## config.mk

```make
export PLATFORM = sky130hd
export DESIGN_NAME = lsap_ctrl
export DESIGN_NICKNAME = d
export VERILOG_FILES = /design/src/hdl/lsap_pkg.sv /design/src/hdl/lsap_ctrl.sv
export SDC_FILE = /design/constraint.sdc
export NUM_CORES = 1
export LEC_CHECK = 0
export BUFFER_PORTS_ARGS = -buffer_cell sky130_fd_sc_hd__buf_4
export CAP_MARGIN = 10
export CORE_AREA = 2 2 39 41
export DETAILED_ROUTE_END_ITERATION = 12
export DIE_AREA = 0 0 41 43
export SLEW_MARGIN = 10
export SYNTH_ARGS = -nofsm -noshare
export SYNTH_HDL_FRONTEND = slang
export SYNTH_SLANG_ARGS = --single-unit
```

## constraint.sdc

```tcl
create_clock -name clk -period 1.28 [get_ports clk]
set_input_delay 0.064 -clock clk [delete_from_list [all_inputs] [get_ports clk]]
set_output_delay 0.064 -clock clk [all_outputs]
set_load 0.02 [all_outputs]
```

## src/hdl/lsap_pkg.sv

```systemverilog
// Package: shared types, constants and state codes for the shelf atlas packer.
package lsap_pkg;

  localparam int MAX_LAYERS_DEF  = 16;
  localparam int MAX_ENTRIES_DEF = 256;
  localparam int COORD_BITS_DEF  = 14;

  localparam int KEY_W   = 32;
  localparam int FIELD_W = 14;
  localparam int LCNT_W  = 5;
  localparam int LAYER_W = 4;
  localparam int CFG_IDX_W = 2;
  localparam int CFG_DAT_W = 14;

  localparam logic [CFG_IDX_W-1:0] REG_ATLAS_WIDTH  = 2'd0;
  localparam logic [CFG_IDX_W-1:0] REG_ATLAS_HEIGHT = 2'd1;
  localparam logic [CFG_IDX_W-1:0] REG_LAYER_COUNT  = 2'd2;

  localparam logic [1:0] ST_FOUND  = 2'd0;
  localparam logic [1:0] ST_PLACED = 2'd1;
  localparam logic [1:0] ST_NOROOM = 2'd2;
  localparam logic [1:0] ST_FULL   = 2'd3;

  typedef enum logic [2:0] {
    S_IDLE,
    S_LAYER,
    S_SCAN,
    S_WAIT,
    S_PLACE,
    S_DONE
  } fsm_state_t;

  // Controller to datapath commands
  typedef struct packed {
    logic load;       // capture request, reset layer to 1
    logic scan_start; // restart entry scan
    logic scan_step;  // advance entry scan
    logic next_layer; // advance layer
    logic place;      // commit placement step on current layer
    logic finish;     // load result register with fail code
    logic hit_out;    // load result register from matched entry
  } lsap_cmd_t;

  // Datapath to controller status
  typedef struct packed {
    logic layers_done; // current layer beyond the last one in use
    logic scan_done;   // entry scan pointer at entry count
    logic hit;         // match of the registered previous read
    logic hit_vld;     // read data valid this cycle
    logic full;        // table full
    logic fits;        // placement would succeed
    logic out_busy;    // result register still occupied
  } lsap_sts_t;

endpackage

```

## src/hdl/lsap_ctrl.sv

```systemverilog
// Controller: sequences layer walk, entry scan, placement and result hand-off.
module lsap_ctrl
  import lsap_pkg::*;
(
  input  logic      clk,
  input  logic      rst_n,
  input  logic      in_fire,
  input  lsap_sts_t sts,
  output logic      busy,
  output lsap_cmd_t cmd
);

  fsm_state_t state_r, state_nxt;

  // Hold state
  always_ff @(posedge clk) begin
    if (!rst_n) begin
      state_r <= S_IDLE;
    end else begin
      state_r <= state_nxt;
    end
  end

  // Next state and commands
  always_comb begin
    state_nxt = state_r;
    cmd       = '0;
    busy      = 1'b1;
    case (state_r)
      S_IDLE: begin
        busy = 1'b0;
        if (in_fire) begin
          cmd.load  = 1'b1;
          state_nxt = S_LAYER;
        end
      end
      S_LAYER: begin
        if (sts.layers_done) begin
          state_nxt = S_DONE;
        end else begin
          cmd.scan_start = 1'b1;
          state_nxt      = S_SCAN;
        end
      end
      S_SCAN: begin
        // one read issued per cycle; match result arrives in the next cycle
        if (sts.hit_vld && sts.hit) begin
          state_nxt = S_WAIT;
        end else if (sts.scan_done) begin
          state_nxt = S_PLACE;
        end else begin
          cmd.scan_step = 1'b1;
        end
      end
      S_WAIT: begin
        if (!sts.out_busy) begin
          cmd.hit_out = 1'b1;
          state_nxt   = S_IDLE;
        end
      end
      S_PLACE: begin
        if (sts.full) begin
          cmd.next_layer = 1'b1;
          state_nxt      = S_LAYER;
        end else if (sts.fits) begin
          if (!sts.out_busy) begin
            cmd.place = 1'b1;
            state_nxt = S_IDLE;
          end
        end else begin
          cmd.place      = 1'b1;
          cmd.next_layer = 1'b1;
          state_nxt      = S_LAYER;
        end
      end
      S_DONE: begin
        if (!sts.out_busy) begin
          cmd.finish = 1'b1;
          state_nxt  = S_IDLE;
        end
      end
      default: state_nxt = S_IDLE;
    endcase
  end

endmodule

```

=== Word level (Yosys, flattened, before mapping) ===
Cells that the tools add are included.

* Equal/unequal tests: 7
* Muxes and demuxes: 24
* Reductions and logical operators: 4

{| class="wikitable"
|+ Operator list
! kind !! number
|-
| $mux 3 || 7
|-
| $mux 1 || 15
|-
| $pmux 3 s5 || 1
|-
| $eq 3x2->1 const B || 2
|-
| $eq 3x3->1 const B || 2
|-
| $eq 3x1->1 const B || 1
|-
| $logic_not 3->1 || 1
|-
| $ne 3x3->1 const B || 1
|-
| $mux 2 || 1
|-
| $ne 2x2->1 const B || 1
|-
| $reduce_and 2->1 || 1
|-
| $reduce_or 2->1 || 1
|-
| $logic_and 1x1->1 || 1
|}

* Register bits after elaboration: 3
* Bits of input ports: 10
* Output and inout bits: 8

=== Depth between registers and ports, before layout ===
Gate-level depths: netlist of the first run.

* Word-level depth: 4
* Mapped depth: 4
* Depth with buffers taken out: 4

=== Worst setup path before layout of the first run ===
No wires, ideal clock.

* Path kind: flip-flop to output port
* Start point: reg state_r[1]
* End point: out cmd[5] in the netlist's numbering
* Data arrival time: 1.240 ns
* Data required time: 1.216 ns
* Slack: -0.024 ns
* Stages on the path, launching flop included: 3
* Cells stage by stage: dfxtp_1 buf_6 nor4b_1

{| class="wikitable"
|+ RTL lines
! what !! line !! source
|-
| start: declaration || lsap_ctrl.sv:13 || <nowiki>fsm_state_t state_r, state_nxt;</nowiki>
|-
| start signal: assignment || lsap_ctrl.sv:20 || <nowiki>state_r <= state_nxt;</nowiki>
|-
| end: declaration || lsap_ctrl.sv:10 || <nowiki>output lsap_cmd_t cmd</nowiki>
|}

==> results of run 1 <==
[critical path: stages (launching register included)]
cell and delay, ns:
dfxtp_4 0.35, or3_4 0.41, nor2_4 0.09, buf_6 0.12
[where the power goes]
group | internal (mW) | leakage (nW) | switching [mW]
sequential | 0.137 | 0.0264 | 0.0503
clock | 0.117 | 0.0150 | 0.0499
combinational | 0.314 | 0.215 | 0.281
[layout make-up]
class	count	area, um^2
inverter	1	3.754
fill	149	820.8
timing repair buffer	22	172.7
tap	16	20.02
clock buffer	4	26.28
multi-input combinational	33	271.5
sequential	3	68.82
[Yosys cell counts, drive strengths merged]
| cell | number |
|---|---|
| nand3b | 1 |
| nand2b | 1 |
| dfxtp | 3 |
| or2b | 1 |
| a221oi | 1 |
| and3 | 2 |
| and4b | 1 |
| nor4bb | 1 |
| buf | 3 |
| xor2 | 1 |
| or3 | 1 |
| o21bai | 1 |
| nor4b | 1 |
| o21ai | 1 |
| inv | 1 |
| a211oi | 1 |
| a31oi | 1 |
| nor2b | 3 |
| a21oi | 4 |
| nand2 | 4 |
| nand4b | 1 |
| and4bb | 2 |
| nor2 | 4 |
[path summary, 6_finish.rpt]
kind	from	endpoint	slack (ns)	depth (start not counted)
worst max-delay path	state_r[1]$_SDFFE_PN0P_	cmd[6]	0.02	3
worst min-delay path	rst_n	state_r[2]$_SDFFE_PN0P_	0.12	3
worst max register to register	state_r[1]$_SDFFE_PN0P_	state_r[1]$_SDFFE_PN0P_	0.09	4
worst min register to register	state_r[0]$_SDFFE_PN0P_	state_r[0]$_SDFFE_PN0P_	0.60	2
[timing repair]
item                       CTS  global route
gates resized for setup      8             0
cloned                       0             0
setup endpoints to repair    8             2
setup buffers                4             0
pin swaps                    1             0
[metrics by stage]
stage	hold slack, ns	power (mW)	util
final	0.1152	0.9503	0.4069
after global routing	0.1143	1.016	0.4069
after CTS	0.1110	0.9540	0.4069
after detailed placement	0.3672	0.6826	0.3508
after global placement	0.3596	0.6798	0.3508
after floorplan	0.1811	0.5766	-
[per-layer routing]
layer	part of all wire	wire, um
met1	0.42	398
met2	0.50	472
met3	0.067	63
met4	0.0095	9
met5	0	0
[cell families (layout without fill, tap and decap cells)]
| family | Yosys count | after routing | share of synthesized area |
|---|---|---|---|
| and+or+nand+nor | 23 | 23 | 0.5089 |
| AOI/OAI and AO/OA | 9 | 9 | 0.1886 |
| buffers and inverters | 4 | 27 | 0.1067 |
| DFF | 3 | 3 | 0.1708 |
| xor gates and xnor gates | 1 | 1 | 0.02492 |
==> flow_summary.ini, run 1 <==
[final_layout]
largest-register = state_r
num_antenna_cells = 0
layout_common_cells = buf_4, a21oi_1, nand2_1
instances_no_fill = 79
nets = 74
design_area_um2 = 563.0
layout_commonest_cell = buf_4
largest_reg_flops = 3
areaGrowthSynthToFinish_pct = 60.14
reg_top3 = state_r: 3 flops
drive_gt1_frac = 0.6032

[sta]
slew_headroom = 0.8148
worst_pin_slew_ns = 0.2772
final-max-slew-violation-count = 0
finalHoldViolations = 0
final.min_clock_period_ns = 1.260
finalCritPeriodShare = 0.9840
skew_ns = 0.001522
rsz0062_at_grt = yes
fmax_ghz = 0.7939
setup-tns-final_ns = 0
fin_ws_ns = 0.02045
setup_viol = 0

[critical_path]
cp-end-kind = primary output
cp_max_fo = 5
worstPathArrival_ns = 1.20
critPathKind = reg -> out
crit_path_start_kind = flip-flop
critPathRequiredTime_ns = 1.22

[routing]
vias_per_cell = 4.962
first_iter_violations = 5
ant_nets = 0
routed_wl_um = 943
remaining_drc_errors = 0
num_vias = 392
routedWlPerCell_um = 11.94
drt_first_pass_iters = 4

[global_routing]
grt_max_degree = 10
antenna_found_initial = 0
met2_usage = 0.1719
overflow = 0
use_met1 = 0.1635
met3_usage = 0.03141
grt_pass1_wl_mm = 1.435
first_global_vias = 337
grt_use_total = 0.1184
busiest_layer = met2

[logic_synthesis]
syn_nets = 50
yosys.area.top_type = dfxtp_1
syn_inst = 40
yosysTopAreaCellShare = 0.1708
yosys-top-cells-area = dfxtp_1, buf_6, nand4b_4
ys_seq_area_frac = 0.1708
synthDistinctLibCells = 26
syn_area_um2 = 351.6
yosys_register_bits = 3
yosys_warnings = 0
postSynthAreaPerCell_um2 = 8.790

[clocking]
htree_levels = 1
clockBufferDepth = 2
clkSinkCount = 3
cts_buffers = 3
cts_tree = done
cts_root_buf = clkbuf_4
clkLatencyLatePin_ns = 0.23
ctsHoldBuffers = 0
clkTransAtPathRegs_ns = 0.04

[power_and_ir_drop]
ir_drop_mv = 0.8528
leakagePower_nw = 0.2559
powerDensity_mw_per_mm2 = 1688

[run_status]
status = completed

[floorplanning]
coreArea_mm2 = 0.001384
die_height_um = 43
start_util = 0.2541
dieArea_mm2 = 0.001763
row_count = 14
fp.dieW_um = 41
pin_count = 18

[place]
place_ws_ns = 0.02054
dpl-instance-area_um2 = 485.5
place_congestion = 0.7080
dp_hpwl_um = 667.6
port_buffers = 17
placed_cells_incl_taps = 71

[flow_run]
cap_violations = 0

[worst_hold_path]
hp-class = in -> reg
No activity file was read; power rests on OpenSTA's default activity.
==> inputs of run 2 (changes only) <==
- ABC_AREA: not set -> 1
==> run 2 against run 1 <==
Against the previous run:
- critical path depth rose by 1
- largest cell class unchanged
- worst setup slack improved by 0.050 ns
- register-to-register slack improved by 0.12 ns
- cell count rose by 16%
- clock power barely moved
- worst hold slack got worse by 0.040 ns
- maximum frequency rose by 4.1%
- highest routed layer is now met3
- via count rose by 7.4%
==> flow_summary.ini, run 2 <==
[place]
port_buffers = 17
place_ws_ns = 0.1456
place_congestion = 0.7083
dp_hpwl_um = 630.6
dpl-instance-area_um2 = 447.9

[logic_synthesis]
syn_inst = 55
synth_ff_type = dfxtp_1
synthDistinctLibCells = 14
postSynthAreaPerCell_um2 = 5.665
syn_area_um2 = 311.5
yosys-top-cells-area = dfxtp_1, nand2_1, nor2_1
yosys_warnings = 0
ys_seq_area_frac = 0.1928
yosys_register_bits = 3
yosysTopAreaCellShare = 0.1928
synth_edf_count = 0
asyncSetResetFlopFracSynth = 0
syn_nets = 65
yosys.area.top_type = dfxtp_1
synth_common_cells = nand2_1, nor2_1, inv_1
synth.most_common_cell = nand2_1

[final_layout]
largest_reg_flops = 3
nFillCells = 164
layout_commonest_cell = buf_4
areaGrowthSynthToFinish_pct = 61.85
largest-register = state_r
drive_gt1_frac = 0.4342
layout_common_cells = buf_4, nand2_1, nor2_1
final_util = 0.3644
nets = 87
num_antenna_cells = 0
reg_top3 = state_r: 3 flops
design_area_um2 = 504.2

[critical_path]
cp_slowest_cell = dfxtp_4
cp_num_buf_inv = 1
cp-end-kind = primary output
critPathRequiredTime_ns = 1.22
crit_path_start_kind = flip-flop
crit_family = flip-flops
slowest_delay_ns = 0.37
worstPathArrival_ns = 1.15
cp_max_fo = 10
cp_cell_sequence = nor2_4, nand2_1, a211oi_2, buf_4
critPathKind = reg -> out

[power_and_ir_drop]
p_total_uw = 540.9
ir_drop_mv = 0.5774
powerDensity_mw_per_mm2 = 1073
leakagePower_nw = 0.2626

[sta]
setup_viol = 0
finalCritPeriodShare = 0.9450
fin_ws_ns = 0.07037
worst_pin_slew_ns = 0.1863
holdWs_ns = 0.07509
fmax_ghz = 0.8267
final-max-slew-violation-count = 0
final.min_clock_period_ns = 1.210
skew_ns = 0.0006526
finalHoldViolations = 0
rsz0062_at_grt = yes
slew_headroom = 0.8753

[routing]
remaining_drc_errors = 0
ant_nets = 0
first_iter_violations = 8
num_vias = 421
routed_wl_um = 815
drt_first_pass_iters = 4
vias_per_cell = 4.576
routedWlPerCell_um = 8.859

[global_routing]
grt_max_degree = 11
antenna_found_initial = 0
grt_use_total = 0.1053
overflow = 0
first_global_vias = 334
grt_pass1_wl_mm = 1.235

[clocking]
htree_levels = 1
cts_buffers = 3
cts_tree = done
clkLatencyLatePin_ns = 0.23
cts_root_buf = clkbuf_4
clkSinkCount = 3
clockBufferDepth = 2
clkTransAtPathRegs_ns = 0.04

[floorplanning]
row_count = 14
pin_count = 18
die_height_um = 43
dieArea_mm2 = 0.001763
coreArea_mm2 = 0.001384
fp.dieW_um = 41
start_util = 0.2251

[flow_run]
cap_violations = 0

[worst_hold_path]
hp-class = in -> reg

[run_status]
status = completed
==> run 2: cell types whose count changed after synthesis, moves of 2 or more <==
cell,before,now
a21oi_1,4,0
buf_6,3,1
inv_1,1,7
nand2_1,4,12
nand2_2,0,3
nand3_1,0,6
nand4_1,0,4
nor2_1,3,11
nor2_2,1,3
nor2b_1,3,0
==> run 2: layout make-up <==
class                      instances  area, um^2  share of cell area
clock buffer                       4       26.28             0.05211
inverter                           8       30.03             0.05955
multi-input combinational         43       220.2              0.4367
sequential                         3       68.82              0.1365
tap                               16       20.02             0.03970
timing repair buffer              18       138.9              0.2754
==> run 2: worst paths after layout <==
| kind | from | end | slack (ns) | cells past startpoint |
|---|---|---|---|---|
| max | state_r[0]$_SDFFE_PN0P_ | cmd[2] | 0.07 | 4 |
| min reg2reg | state_r[2]$_SDFFE_PN0P_ | state_r[2]$_SDFFE_PN0P_ | 0.67 | 4 |
| min | rst_n | state_r[2]$_SDFFE_PN0P_ | 0.08 | 3 |
| max reg2reg | state_r[2]$_SDFFE_PN0P_ | state_r[0]$_SDFFE_PN0P_ | 0.21 | 8 |
==> run 2: worst min-delay path, delay by kind of cell <==
kind | cells | cell delay (ns)
buffers and inverters | 2 | 0.12
AND/OR/NAND/NOR | 1 | 0.08
==> run 2: logic make-up after synthesis <==
logic type             count (synthesis)  synth area share
buffers and inverters                  9            0.1325
DFF                                    3            0.1928
and+or+nand+nor                       41            0.6265
AOI/OAI and AO/OA                      2           0.04821
==> run 2: through the flow <==
stage	TNS, ns	cells
3_5_place_dp	0	87
3_3_place_gp	0	87
5_1_grt	-0.003663	92
4_1_cts	0	92
2_1_floorplan	0	55
6_report	0	92
==> run 2: power by group <==
part / leakage, nW / total (mW) / switching [mW] / internal (mW)
combinational: 0.221 / 0.234 / 0.132 / 0.102
sequential: 0.0264 / 0.143 / 0.0316 / 0.112
clock: 0.0150 / 0.164 / 0.0469 / 0.117
==> run 2: metal layers <==
layer	vias to the layer above	track usage	share of wire
li1	220	-	-
met1	182	0.1282	0.42
met2	19	0.1375	0.47
met3	0	0.06283	0.11
met4	0	0.06000	0
met5	-	0	0
==> run 2: what timing repair did <==
action                                  CTS  global route
hold buffers                              0             0
pin swaps                                 1             0
setup buffers                             1             0
gates cloned                              0             0
endpoints found under the setup margin    2             5
gates resized for setup                   3             5
